`src/hdl/sparse_range_address_translator_core_macros.svh`:
```
// Assertion macros shared by the range translator modules.
// No dependencies; included by files that carry concurrent assertions.
`ifndef SPARSE_RANGE_ADDRESS_TRANSLATOR_CORE_MACROS_SVH
`define SPARSE_RANGE_ADDRESS_TRANSLATOR_CORE_MACROS_SVH
`ifndef SYNTH
// Clocked property, disabled while reset is asserted.
`define SRAT_ASSERT(lbl, clk, rst_n, prop, msg) \
	lbl: assert property (@(posedge clk) disable iff (!rst_n) prop) else $error(msg);
// Clocked property, checked during reset too.
`define SRAT_ASSERT_ALWAYS(lbl, clk, prop, msg) \
	lbl: assert property (@(posedge clk) prop) else $error(msg);
`else
`define SRAT_ASSERT(lbl, clk, rst_n, prop, msg)
`define SRAT_ASSERT_ALWAYS(lbl, clk, prop, msg)
`endif
`endif

```
`src/hdl/srat_pkg.sv`:
```
// Types and constants of the sparse range address translator.
// No dependencies; used by srat_ctrl, srat_dp and the top level.
package srat_pkg;

	localparam int MAX_RANGES_DEF = 1024;
	localparam int CFG_IDX_W      = 2;
	localparam int CFG_DATA_W     = 36;

	// Register indexes of the configuration port
	localparam logic [CFG_IDX_W-1:0] REG_MOUNT_MODE  = 2'd0;
	localparam logic [CFG_IDX_W-1:0] REG_RANGE_COUNT = 2'd1;
	localparam logic [CFG_IDX_W-1:0] REG_IMAGE_SIZE  = 2'd2;

	// Mount modes
	localparam logic [1:0] MODE_NONE  = 2'd0;
	localparam logic [1:0] MODE_TABLE = 2'd1;
	localparam logic [1:0] MODE_FLAT  = 2'd2;

	// Commands of an input transaction
	localparam logic CMD_LOAD   = 1'b0;
	localparam logic CMD_LOOKUP = 1'b1;

	// Result status codes
	localparam logic [1:0] ST_DATA    = 2'd0;
	localparam logic [1:0] ST_ZERO    = 2'd1;
	localparam logic [1:0] ST_NOMOUNT = 2'd2;

	typedef struct packed {
		logic        cmd;
		logic [9:0]  entry_index;
		logic [35:0] range_start;
		logic [31:0] range_length;
		logic [31:0] payload_position;
		logic [35:0] request_offset;
		logic [31:0] request_length;
	} req_t;

	typedef struct packed {
		logic [1:0]  status;
		logic [36:0] source_address;
		logic [31:0] take_length;
	} rsp_t;

	typedef struct packed {
		logic [35:0] start;
		logic [31:0] len;
		logic [31:0] pos;
	} entry_t;

	// Controller to datapath
	typedef struct packed {
		logic wr_en;
		logic take_req;
		logic rd_en;
		logic capture;
		logic miss;
		logic calc;
		logic emit;
	} ctl_cmd_t;

	// Datapath to controller
	typedef struct packed {
		logic [1:0]  mount_mode;
		logic [10:0] range_count;
		logic        chk_valid;
		logic        hit;
		logic        out_free;
	} ctl_sts_t;

endpackage

```
`src/hdl/srat_ctrl.sv`:
```
// Controller of the range translator: accepts transactions and sequences the table scan.
// Depends on srat_pkg and the assertion macro header.
`include "sparse_range_address_translator_core_macros.svh"
module srat_ctrl #(
	parameter int MAX_RANGES = srat_pkg::MAX_RANGES_DEF,
	localparam int AW = (MAX_RANGES > 1) ? $clog2(MAX_RANGES) : 1,
	localparam int CW = $clog2(MAX_RANGES + 1)
) (
	input  logic               clk,
	input  logic               arst_n,
	input  logic               req_valid,
	input  logic               req_cmd,
	output logic               req_stall,
	input  srat_pkg::ctl_sts_t sts,
	output srat_pkg::ctl_cmd_t cmd,
	output logic [AW-1:0]      rd_addr
);

	localparam logic [1:0] S_IDLE = 2'd0;
	localparam logic [1:0] S_SCAN = 2'd1;
	localparam logic [1:0] S_CALC = 2'd2;
	localparam logic [1:0] S_EMIT = 2'd3;

	logic [1:0]    state_q, state_d;
	logic [CW-1:0] idx_q, idx_d;
	logic [CW-1:0] lim;
	logic [31:0]   rc_w, lim_w;

	// Search stops at the table depth even if the count register is larger
	always_comb begin
		rc_w  = 32'(sts.range_count);
		lim_w = (rc_w > 32'(MAX_RANGES)) ? 32'(MAX_RANGES) : rc_w;
		lim   = lim_w[CW-1:0];
	end

	always_comb begin
		cmd     = '0;
		state_d = state_q;
		idx_d   = idx_q;
		case (state_q)
			S_IDLE: begin
				if (req_valid) begin
					if (req_cmd == srat_pkg::CMD_LOAD) begin
						cmd.wr_en = 1'b1;
					end else begin
						cmd.take_req = 1'b1;
						if (sts.mount_mode == srat_pkg::MODE_TABLE) begin
							state_d = S_SCAN;
							idx_d   = '0;
						end else begin
							state_d = S_CALC;
						end
					end
				end
			end
			S_SCAN: begin
				if (sts.hit) begin
					cmd.capture = 1'b1;
					state_d     = S_CALC;
				end else if (idx_q < lim) begin
					cmd.rd_en = 1'b1;
					idx_d     = idx_q + CW'(1);
				end else if (!sts.chk_valid) begin
					// all entries checked, none covers the offset
					cmd.miss = 1'b1;
					state_d  = S_CALC;
				end
			end
			S_CALC: begin
				cmd.calc = 1'b1;
				state_d  = S_EMIT;
			end
			S_EMIT: begin
				if (sts.out_free) begin
					cmd.emit = 1'b1;
					state_d  = S_IDLE;
				end
			end
			default: begin
				state_d = S_IDLE;
			end
		endcase
	end

	always_ff @(posedge clk or negedge arst_n) begin
		if (!arst_n) begin
			state_q <= S_IDLE;
			idx_q   <= '0;
		end else begin
			state_q <= state_d;
			idx_q   <= idx_d;
		end
	end

	assign req_stall = (state_q != S_IDLE);
	assign rd_addr   = idx_q[AW-1:0];

	`SRAT_ASSERT(a_rd_only_in_scan, clk, arst_n, cmd.rd_en |-> state_q == S_SCAN, "table read outside scan")
	`SRAT_ASSERT(a_lookup_leaves_idle, clk, arst_n, (req_valid && !req_stall && req_cmd == srat_pkg::CMD_LOOKUP) |=> (state_q == S_SCAN || state_q == S_CALC), "lookup transaction not started")

endmodule

```
`config.mk`:
```
export PLATFORM = sky130hd
export DESIGN_NAME = srat_ctrl
export DESIGN_NICKNAME = d
export VERILOG_FILES = /design/src/hdl/srat_pkg.sv /design/src/hdl/srat_ctrl.sv
export VERILOG_INCLUDE_DIRS = /design/src /design/src/hdl
export SDC_FILE = /design/constraint.sdc
export NUM_CORES = 1
export LEC_CHECK = 0
export BUFFER_PORTS_ARGS = -buffer_cell sky130_fd_sc_hd__buf_2
export CORE_ASPECT_RATIO = 0.8
export CORE_MARGIN = 5
export CORE_UTILIZATION = 56
export CTS_CLUSTER_SIZE = 28
export DETAILED_ROUTE_END_ITERATION = 12
export PLACE_DENSITY = 0.82
export SYNTH_ARGS = -nofsm -noshare
export SYNTH_HDL_FRONTEND = slang
export SYNTH_SLANG_ARGS = --single-unit
```
`constraint.sdc`:
```
create_clock -name clk -period 4.3 [get_ports clk]
set_clock_uncertainty 0.05 [all_clocks]
set_input_delay 0.43 -clock clk [delete_from_list [all_inputs] [get_ports clk]]
set_output_delay 0.43 -clock clk [all_outputs]
set_load 0.05 [all_outputs]
```
After elaboration in Yosys (flattened, before gate mapping) --
Cells that the tools add are included. W data, S select, Z words.
Storage, ports and cells: register bits after elaboration 13, output and inout port bits 18
Operators by class: add/sub/neg operators 1, magnitude comparators 2, eq/ne operators 12, multiplexer cells 29, reductions and logical operators 5
Operator list (count):
- $mux W11 | 6
- $pmux W11 S2 | 1
- $mux W2 | 9
- $ne A2 B2 Y1 const B | 6
- $add A11 B1 Y11 const B | 1
- $gt A11 B11 Y1 const B | 1
- $lt A11 B11 Y1 | 1
- $mux W1 | 11
- $pmux W2 S4 | 1
- $ne A3 B3 Y1 const B | 2
- $reduce_and A6 Y1 | 1
- $reduce_and A5 Y1 | 1
- $eq A2 B1 Y1 const B | 2
- $eq A2 B2 Y1 const B | 2
- $reduce_bool A2 Y1 | 2
- $mux W3 | 1
- $logic_not A2 Y1 | 1

Longest topological paths before layout --
Gate-level depths: netlist (run 1).
depth in word-level cells 6, depth in mapped cells 9, depth with buffers taken out 8

Worst setup path before layout (run 1) --
OpenSTA, ideal clock, no wires.
kind input-to-output, from in sts[13] in the netlist's numbering, to out cmd[2] in the netlist's numbering, arrival 2.662 ns, required time 3.820 ns, path slack 1.158 ns, stages 7, path buffers 1, cell sequence clkinv_1 > ha_1 > nand4_1 > a211oi_1 > a21oi_1 > buf_2 > nor3_1
RTL lines:
- start, declared | line srat_ctrl.sv:14 | input srat_pkg::ctl_sts_t sts,
- end, declared | line srat_ctrl.sv:15 | output srat_pkg::ctl_cmd_t cmd,

==> qor.yml, run 1 <==
sta:
  drv_slew: 0
  final.setup.tns_ns: 0
  max_slew.worst_pin.slew_ns: 0.655
  min_period_ns: 2.73
  rsz0062_at_grt: "no"
  post-route-period-util_pct: 63.5
  setup_ws_ns: 1.57
  setup_violations: 0
  finalHoldViolCount: 0
  relSlewSlack_pct: 56.3
  fmax_mhz: 366
route:
  drtIter0Drc: 89
  first_pass_iters: 4
  drc: 0
  drt_wl_total_um: 2890
  antenna_left: 0
  wire_per_inst_um: 13.5
  vias: 1258
  vias_per_cell: 5.88
cts:
  cts-root-buf: "clkbuf_4"
  cts_buffer_depth: 2
  h-tree-depth: 1
  cts_sinks: 13
  path_clk_slew_ns: 0.08
  cts_made_buffers: 3
  clkLatencyLatePin_ns: 0.28
  cts_tree: "done"
  cts_setup_buffers: 0
grt:
  grt_pass1_vias: 1200
  grt_usage_pct: 18.2
  antenna_found_initial: 0
  gr-total-overflow: 0
  grt_max_degree: 24
  grt_first_pass_wirelength_um: 4910
place:
  hpwl_um: 2280
  io_buffers: 37
  globalplace.congestion: 0.841
  post-place-ws_ns: 1.56
synthesis:
  synth_top_cell_by_area: "dfrtp_1"
  ys_seq_area_share_pct: 25.1
  synth_fp_nets: 198
  syn_area_um2: 1300
  yosys-top-cells-area: "dfrtp_1 25%, ha_1 14%, nand2_1 8.4%, buf_4 5.8%, nand3_1 4.6%"
  avgSynthCellArea_um2: 7.96
  yosysWarnings: 0
  syn_inst: 163
  synth_cell_type_count: 38
  ys_ff_latch: 13
  synth_top_area_share_pct: 25.1
run_status:
  status: "finished clean"
final_layout:
  fin_nets: 225
  fillers: 193
  antenna_cells: 0
  syn2layout_area_growth_pct: 10.6
  drive_gt1_share_pct: 24.9
power:
  cellPowerDensity_nw_per_um2: 508
  irDropWorstVdd_v: 0.000440
  leakage_uw: 0.000740
  power.total_uw: 729
worst_setup_path:
  crit_type: "flop to output pin"
  cp_max_fo: 12
  start_kind: "flop"
  cp-end-kind: "output pin"
  cp.arrival_ns: 2.25
  worst_ep_required_time_ns: 3.82
die:
  core_um2: 2180
  dieArea_um2: 3390
  ios: 38
  die_h_um: 53.1
  start_util_pct: 59.6
  fp-row-count: 15
  die_w_um: 63.8
worst_hold_path:
  min-delay-path-class: "input port to asynchronous set/reset pin"
flow_run:
  cap_violations: 0
sequential cells by signal (all words and copies together), names as in the netlist:
| signal | count |
|---|---|
| state_q | 2 |
| idx_q | 11 |
cell usage after synthesis:
cell type	count
nand2_1	29
ha_1	15
dfrtp_1	13
nand3_1	12
buf_4	10
inv_1	10
nand4_1	8
nor2_1	8
nor2b_1	6
o21ai_0	6
o211ai_1	5
a21oi_1	4
o311ai_0	4
and2_1	3
clkbuf_1	3
a211oi_2	2
a21o_1	2
mux2i_1	2
nand2b_1	2
a211oi_1	1
a22oi_1	1
a41o_1	1
and3_1	1
buf_2	1
buf_6	1
clkbuf_4	1
clkinv_1	1
dlymetal6s2s_1	1
mux2_2	1
nand4b_1	1
nor3_1	1
nor4b_1	1
nor4b_2	1
o21ai_1	1
o221ai_2	1
o22ai_1	1
or2_2	1
or4_1	1
logic make-up (layout without fill, tap and decap cells):
family                   after synthesis  in the layout  synth area share [%]
AND/OR/NAND/NOR                       75             75                  28.9
buffers and inverters                 28             54                  12.6
adder cells (fa/ha/maj)               15             15                  14.5
AO/OA/AOI/OAI                         29             29                  16.5
flip-flops                            13             13                  25.1
multiplexers                           3              3                  2.41
layout by cell type (no fill, tap or decap), drive strengths merged:
master       count
clkbuf           4
nand3           12
o22ai            1
nor2b            6
clkinv           1
mux2i            2
o311ai           4
a21oi            4
dlygate4sd3      1
o21ai            7
o211ai           5
a21o             2
mux2             1
nand2           29
a22oi            1
and2             3
a211oi           3
nand2b           2
buf             38
or4              1
ha              15
inv             10
nor2             8
dfrtp           13
and3             1
nor4b            2
nor3             1
a41o             1
nand4b           1
or2              1
o221ai           1
nand4            8
through the flow:
step | util, % | hold slack (ns) | cell area (um^2) | cells
after floorplan | - | 0.0844 | 1300 | 163
after global placement | 64.3 | 0.276 | 1400 | 209
after detailed placement | 64.3 | 0.279 | 1400 | 209
after CTS | 65.9 | 0.507 | 1440 | 214
after global routing | 65.9 | 0.528 | 1440 | 214
final | 65.9 | 0.509 | 1440 | 214
per-layer routing:
metal  vias to the layer above  global-route usage, %  routed length (um)
met5                         -                      0                   0
met4                         0                   4.15                  21
met3                         5                   5.52                 160
met2                        41                   32.4                1460
met1                       589                   21.4                1240
li1                        623                      -                   -
cell type report:
class	count	area, um^2	share of cell area (%)
timing repair buffer	39	203	14.1
tap	25	31.3	2.18
sequential	13	325	22.7
inverter	11	41.3	2.88
clock buffer	4	26.3	1.83
multi-input combinational	122	808	56.3
power breakdown:
part | internal (uW) | total [uW] | switching, uW
Combinational | 142 | 455 | 313
Sequential | 153 | 197 | 44.2
Clock | 36.0 | 77.1 | 41.1
worst paths after layout:
| path | start | endpoint | slack (ns) | cells past startpoint |
|---|---|---|---|---|
| hold reg to reg | idx_q[0] | idx_q[0] | 0.52 | 1 |
| setup / recovery | idx_q[8] | cmd[2] | 1.57 | 7 |
| setup reg to reg | state_q[1] | idx_q[9] | 1.87 | 7 |
| min in group clk | idx_q[0] | idx_q[0] | 0.52 | 1 |
| hold / removal | arst_n | idx_q[9] | 0.51 | 2 |
| max in group asynchronous | arst_n | idx_q[2] | 3.46 | 2 |
critical path: stages (launching register included):
cell and delay (ns):
dfrtp_1 0.46, ha_1 0.36, nand4_1 0.15, a211oi_1 0.25
a21oi_1 0.11, buf_4 0.18, nor3_1 0.16, buf_2 0.28
timing repair:
action / CTS / global route
hold buffers: 1 / 0
resized for setup: 0 / 0
endpoints found under the hold margin: 13 / 0
(Power assumes the default switching activity.)
==> run 2, diff against run 1 <==
Settings changed: CORE_UTILIZATION 56 to 47, PLACE_DENSITY 0.82 to 0.73.
Clock period 4.3 ns to 2.5 ns, I/O delays scaled along.
==> run 2 against run 1 <==
Net effect:
- worst setup slack got worse by 1.5 ns
- sequential share of layout area fell by 1.0 points
- sequential cell count unchanged
- critical path type unchanged
- critical endpoint is now cmd[4]
==> qor.yml, run 2 (synthesis results as in run 1) <==
sta:
  fmax_mhz: 412
  relSlewSlack_pct: 79.7  # was 56.3%
  finalHoldViolCount: 0  # unchanged
  drv_slew: 0  # unchanged
  setup_ws_ns: 0.0755  # was 1.57 ns
  min_period_ns: 2.42
  max_slew.worst_pin.slew_ns: 0.301  # was 0.655 ns
  setup_violations: 0  # unchanged
  post-route-period-util_pct: 97.0
die:
  start_util_pct: 48.0  # was 59.6%
  fp-row-count: 17  # was 15
  ios: 38  # unchanged
  core_um2: 2700  # was 2180 um^2
  die_h_um: 57.0  # was 53.1 um
  die_w_um: 68.7  # was 63.8 um
  dieArea_um2: 3920  # was 3390 um^2
route:
  drt_wl_total_um: 3080  # was 2890 um
  wire_per_inst_um: 13.3  # was 13.5 um
  drtIter0Drc: 111  # was 89
  vias_per_cell: 5.50  # was 5.88
  vias: 1276  # was 1,258
  antenna_left: 0  # unchanged
  drc: 0  # unchanged
  first_pass_iters: 4  # unchanged
cts:
  cts_tree: "done"  # unchanged
  clkLatencyLatePin_ns: 0.29  # was 0.28 ns
  path_clk_slew_ns: 0.08  # about the same
  cts_buffer_depth: 2  # unchanged
  cts-root-buf: "clkbuf_4"  # unchanged
  cts_made_buffers: 3  # unchanged
  cts_setup_buffers: 0  # unchanged
  cts_sinks: 13  # unchanged
  h-tree-depth: 1  # unchanged
final_layout:
  instances_no_fill: 232  # was 214
  antenna_cells: 0  # unchanged
  fillers: 261  # was 193
  post-route-util_pct: 55.8  # was 65.9%
  largest_reg_flops: 11  # unchanged
  drive_gt1_share_pct: 29.4  # was 24.9%
  fin_nets: 230  # was 225
  final_common_cell: "buf_2"  # unchanged
  largest_register: "idx_q"  # unchanged
  top_regs: "idx_q (11), state_q (2)"  # unchanged
  syn2layout_area_growth_pct: 16.2  # was 10.6%
  mostFrequentLayoutCells: "35 x buf_2, 29 x nand2_1, 15 x ha_1"  # was 37 x buf_2, 29 x nand2_1, 15 x ha_1
grt:
  antenna_found_initial: 0  # unchanged
  grt_pass1_vias: 1278  # was 1,200
  grt_usage_pct: 17.3  # was 18.2%
  gr-total-overflow: 0  # unchanged
  grt_max_degree: 22  # was 24
  grt_first_pass_wirelength_um: 5360  # was 4910 um
worst_setup_path:
  cp-end-kind: "output pin"  # unchanged
  r2r-end: "idx_q[9]"  # unchanged
  reg2regPathDepth: 6  # was 7
  start_kind: "flop"  # unchanged
  path_cells: "ha_1 > a211oi_2 > o221ai_2 > a21o_2 > nor2_1 > buf_4"  # was ha_1 > nand4_1 > a211oi_1 > a21oi_1 > buf_4 > nor3_1 > buf_2
  worst_ep_required_time_ns: 2.20  # was 3.82 ns
  cp_slowest_cell: "dfrtp_2"  # was dfrtp_1
  crit_family: "compound AO/OA/AOI/OAI gates"  # was flip-flops
  rr_startpoint: "idx_q[8]"  # was state_q[1]
  cp_max_fo: 10  # was 12
  crit_cells: 6  # was 7
  regToRegSetupSlack_ns: 0.28  # was 1.87 ns
  cp.arrival_ns: 2.12  # was 2.25 ns
  cpPeakStageDelay_ns: 0.46  # about the same
  crit_type: "flop to output pin"  # unchanged
  critPathBufInv: 1  # was 2
power:
  leakage_uw: 0.000765  # was 0.000740 uW
  cellPowerDensity_nw_per_um2: 861  # was 508 nW/um^2
  power.total_uw: 1300  # was 729 uW
  irDropWorstVdd_v: 0.000594  # was 0.000440 V
flow_run:
  cap_violations: 0  # unchanged
run_status:
  status: "finished clean"  # unchanged
place:
  dp_cells: 227  # was 209
  hpwl_um: 2470  # was 2280 um
  post-place-ws_ns: 0.0761  # was 1.56 ns
  globalplace.congestion: 0.803  # was 0.841
  io_buffers: 37  # unchanged
worst_hold_path:
  min-delay-path-class: "input port to asynchronous set/reset pin"  # unchanged
[run 2: metrics by stage]
step | setup TNS (ns) | hold slack [ns] | cell area [um^2]
6_report | 0 | 0.328 | 1510
2_1_floorplan | 0 | -0.0956 | 1300
5_1_grt | -0.0401 | 0.351 | 1510
4_1_cts | 0 | 0.319 | 1500
3_3_place_gp | 0 | 0.100 | 1460
3_5_place_dp | 0 | 0.101 | 1460
[run 2: how the worst max path moves through the flow]
stage                  start          to  slack, ns
finish              idx_q[8]      cmd[4]       0.08
global route        idx_q[3]      cmd[4]      -0.02
CTS                 idx_q[8]      cmd[2]       0.04
detailed placement   sts[13]    idx_q[9]       0.08
global placement     sts[13]  state_q[0]       0.20
floorplan            sts[13]      cmd[4]       0.13
[run 2: cell type report]
cell class | count | area (um^2) | area share (%)
Multi-Input combinational cell | 122 | 820 | 54.4
Clock buffer | 3 | 22.5 | 1.49
Timing Repair Buffer | 44 | 245 | 16.3
Clock inverter | 1 | 5.00 | 0.332
Tap cell | 38 | 47.5 | 3.15
Sequential cell | 13 | 327 | 21.7
Inverter | 11 | 41.3 | 2.74
[run 2: power breakdown]
| part | internal [uW] | total, uW | switching (uW) | leakage [uW] |
|---|---|---|---|---|
| combinational | 267 | 835 | 568 | 0.000576 |
| clock | 59.5 | 135 | 75.9 | 0.0000177 |
| sequential | 263 | 328 | 64.5 | 0.000171 |
[run 2: what timing repair did]
action                                  CTS  global route
hold buffers                              1             0
endpoints found under the hold margin    13             0
resized for setup                         3             2
cloned                                    0             0
endpoints found under the setup margin    2             2
[run 2: worst reg2reg max path, cell delays in order (launching register included)]
cell      delay (ns)
dfrtp_2         0.46
ha_1            0.35
a211oi_2        0.26
o221ai_2        0.14
a21o_2          0.27
or4_1           0.54
nand3_1         0.09
[run 2: per-layer routing]
layer | vias up | global-route usage (%) | part of all wire, %
met3 | 8 | 4.92 | 4.2
met5 | - | 0 | 0
met1 | 607 | 21.7 | 43
li1 | 630 | - | -
met4 | 0 | 4.72 | 1.7
met2 | 31 | 28.8 | 51
==> run 3, diff against run 2 <==
Settings changed: ABC_AREA set to 1.
==> run 3 against run 2 <==
Net effect:
- critical path depth is 9 higher
- routed wire length is 9.9% higher
- register-to-register slack better by 0.18 ns
- sequential share of layout area is 2.3 points lower
- clock-buffer cell count stayed put
- maximum frequency is 2.4% lower
- final area is 11% higher
- critical path type is now input port to output pin
- critical endpoint is now cmd[2]
- highest routed layer unchanged
==> qor.yml, run 3 <==
run_status:
  status: "finished clean"  # unchanged
sta:
  relSlewSlack_pct: 69.3  # was 79.7%
  drv_slew: 0  # unchanged
  post-route-period-util_pct: 99.4  # was 97.0%
  max_slew.worst_pin.slew_ns: 0.461  # was 0.301 ns
  rsz0062_at_grt: "yes"
  finalHoldViolCount: 0  # unchanged
  min_period_ns: 2.49  # was 2.42 ns
  fmax_mhz: 402  # was 412 MHz
  final.setup.tns_ns: 0  # unchanged
  setup_violations: 0  # unchanged
  setup_ws_ns: 0.0150  # was 0.0755 ns
cts:
  clkLatencyLatePin_ns: 0.29  # about the same
  cts_buffer_depth: 2  # unchanged
  cts_tree: "done"  # unchanged
  cts_sinks: 13  # unchanged
  cts-root-buf: "clkbuf_4"  # unchanged
  cts_made_buffers: 3  # unchanged
  path_clk_slew_ns: 0.09  # was 0.08 ns
  h-tree-depth: 1  # unchanged
synthesis:
  post-synth-top-count-cell: "nand2_1"  # unchanged
  synth_common_cells: "70 x nand2_1, 21 x nor2_1, 20 x inv_1, 15 x ha_1, 15 x nand3_1"  # was 29 x nand2_1, 15 x ha_1, 13 x dfrtp_1, 12 x nand3_1
  ys_ff_latch: 13  # unchanged
  ys_seq_area_share_pct: 24.1  # was 25.1%
  synth.area.mux_share_pct: 0  # was 2.41%
  synth_top_area_share_pct: 24.1  # was 25.1%
  synth_top_family_by_area: "simple AND/OR/NAND/NOR gates"  # unchanged
  syn_area_um2: 1350  # was 1300 um^2
  synthAdderAreaFrac_pct: 13.9  # was 14.5%
  synth_ff_type: "dfrtp_1"  # unchanged
  yosys.area_share.simple_pct: 39.4  # was 28.9%
  avgSynthCellArea_um2: 6.65  # was 7.96 um^2
  synth_fp_nets: 238  # was 198
  async_flop_share_pct: 100  # unchanged
  yosys-top-cells-area: "dfrtp_1 24%, nand2_1 19%, ha_1 14%, buf_4 6.7%, nor2_1 5.8%"  # was dfrtp_1 25%, ha_1 14%, nand2_1 8.4%, buf_4 5.8%, nand3_1 4.6%
  synth_cell_type_count: 24  # was 38
  yosysWarnings: 0  # unchanged
  synth_edf_count: 0  # unchanged
  synthXorXnorAreaFrac_pct: 5.19  # was 0%
  synth-compound-area-share_pct: 3.80  # was 16.5%
  syn_inst: 203  # was 163
  synth_top_cell_by_area: "dfrtp_1"  # unchanged
place:
  io_buffers: 37  # unchanged
  globalplace.congestion: 0.921  # was 0.803
  post-place-ws_ns: -0.0873  # was 0.0761 ns
  hpwl_um: 2550  # was 2470 um
  dp_cells: 274  # was 227
  placed_area_um2: 1560  # was 1460 um^2
die:
  die_h_um: 57.9  # was 57.0 um
  fp-row-count: 17  # unchanged
  dieArea_um2: 4050  # was 3920 um^2
  ios: 38  # unchanged
  core_um2: 2770  # was 2700 um^2
  die_w_um: 69.9  # was 68.7 um
  start_util_pct: 48.8  # was 48.0%
worst_setup_path:
  start_kind: "input port"  # was flop
  reg2regPathDepth: 13  # was 6
  cp_max_fo: 6  # was 10
  r2r-end: "idx_q[4]"  # was idx_q[9]
  crit_type: "input port to output pin"  # was flop to output pin
  cp-end-kind: "output pin"  # unchanged
  regToRegSetupSlack_ns: 0.46  # was 0.28 ns
  rr_startpoint: "idx_q[8]"  # unchanged
  worst_ep_required_time_ns: 2.20  # about the same
  cp.arrival_ns: 2.19  # was 2.12 ns
flow_run:
  cap_violations: 0  # unchanged
grt:
  grt_pass1_vias: 1275  # was 1,278
  grt_max_degree: 14  # was 22
  grt_first_pass_wirelength_um: 5630  # was 5360 um
  antenna_found_initial: 0  # unchanged
  gr-total-overflow: 0  # unchanged
  grt_usage_pct: 16.9  # was 17.3%
final_layout:
  syn2layout_area_growth_pct: 24.3  # was 16.2%
  final_common_cell: "nand2_1"  # was buf_2
  instances_no_fill: 281  # was 232
  drive_gt1_share_pct: 27.6  # was 29.4%
  largest_reg_flops: 11  # unchanged
  stdcell_area_um2: 1680  # was 1510 um^2
  top_regs: "idx_q (11), state_q (2)"  # unchanged
  antenna_cells: 0  # unchanged
  mostFrequentLayoutCells: "68 x nand2_1, 33 x buf_2, 21 x nor2_1"  # was 35 x buf_2, 29 x nand2_1, 15 x ha_1
  largest_register: "idx_q"  # unchanged
  fin_nets: 279  # was 230
route:
  drt_wl_total_um: 3380  # was 3080 um
  first_pass_iters: 4  # unchanged
  antenna_left: 0  # unchanged
  wire_per_inst_um: 12.0  # was 13.3 um
  drc: 0  # unchanged
  vias_per_cell: 4.91  # was 5.50
  drtIter0Drc: 73  # was 111
  vias: 1379  # was 1,276
worst_hold_path:
  min-delay-path-class: "input port to asynchronous set/reset pin"  # unchanged
power:
  power.total_uw: 1110  # was 1300 uW
  leakage_uw: 0.000969  # was 0.000765 uW
  cellPowerDensity_nw_per_um2: 663  # was 861 nW/um^2
  irDropWorstVdd_v: 0.000512  # was 0.000594 V
==> run 3: cell types whose count changed after synthesis, moves of 4 or more <==
cell / previous run / this run
nand2_1: 29 / 70
xor2_1: 0 / 6
inv_1: 10 / 20
nor2b_1: 6 / 0
nor2_1: 8 / 21
o311ai_0: 4 / 0
o21ai_0: 6 / 1
o211ai_1: 5 / 0
==> run 3: power by group <==
| group | internal (uW) | switching, uW | leakage, uW |
|---|---|---|---|
| sequential | 239 | 37.9 | 0.000178 |
| combinational | 208 | 488 | 0.000774 |
| clock | 59.6 | 80.1 | 0.0000177 |
| total | 506 | 606 | 0.000969 |
==> run 3: layout make-up <==
class	count	area, um^2
Fill cell	254	1090
Multi-Input combinational cell	155	888
Sequential cell	13	325
Timing Repair Buffer	49	307
Inverter	22	82.6
Tap cell	38	47.5
Clock buffer	3	22.5
Clock inverter	1	5.00
==> run 3: metal layers <==
metal  GRT usage, %  share of wire [%]  vias to the layer above  routed length (um)
met2           27.9                 48                       32                1620
li1               -                  -                      718                   -
met4           5.19               0.77                        0                  26
met5              0                  0                        -                   0
met3           5.03                6.2                        4                 209
met1           21.5                 45                      625                1520
==> run 3: metrics by stage <==
step | hold slack, ns | util [%]
final | 0.321 | 60.7
after global routing | 0.353 | 60.7
after CTS | 0.326 | 58.0
after detailed placement | 0.109 | 56.4
after global placement | 0.110 | 56.4
after floorplan | -0.0956 | -
==> run 3: what timing repair did <==
item                                    in CTS  in global routing
hold buffers                                 1                  0
setup buffers                                0                  2
resized for setup                            2                 13
pin swaps                                    0                 12
endpoints found under the hold margin       13                  0
endpoints found under the setup margin       2                  2
==> run 3: kinds of logic after synthesis <==
family                   Yosys count
AO/OA/AOI/OAI                      9
AND/OR/NAND/NOR                  123
adder cells (fa/ha/maj)           15
flip-flops                        13
buffers and inverters             35
XOR/XNOR                           8
==> run 3: worst max path at each step <==
stage	startpoint	endpoint	slack, ns
after global placement	sts[5]	cmd[2]	-0.009
after floorplan	sts[5]	cmd[2]	0.08
after detailed placement	sts[5]	cmd[2]	-0.09
after global routing	sts[8]	cmd[2]	-0.16
after CTS	sts[5]	cmd[2]	0.02
final	sts[8]	cmd[2]	0.01
==> run 3: critical path, cell delays in order <==
cell	delay, ns
buf_8	0.10
nor4_4	0.26
nand3_1	0.12
nand2_2	0.14
buf_4	0.14
nand2_1	0.05
ha_1	0.29
nand2_1	0.06
o21bai_1	0.14
nand2_1	0.07
nand2_1	0.08
nand2_2	0.07
inv_2	0.05
nor3b_4	0.18
buf_6	0.18
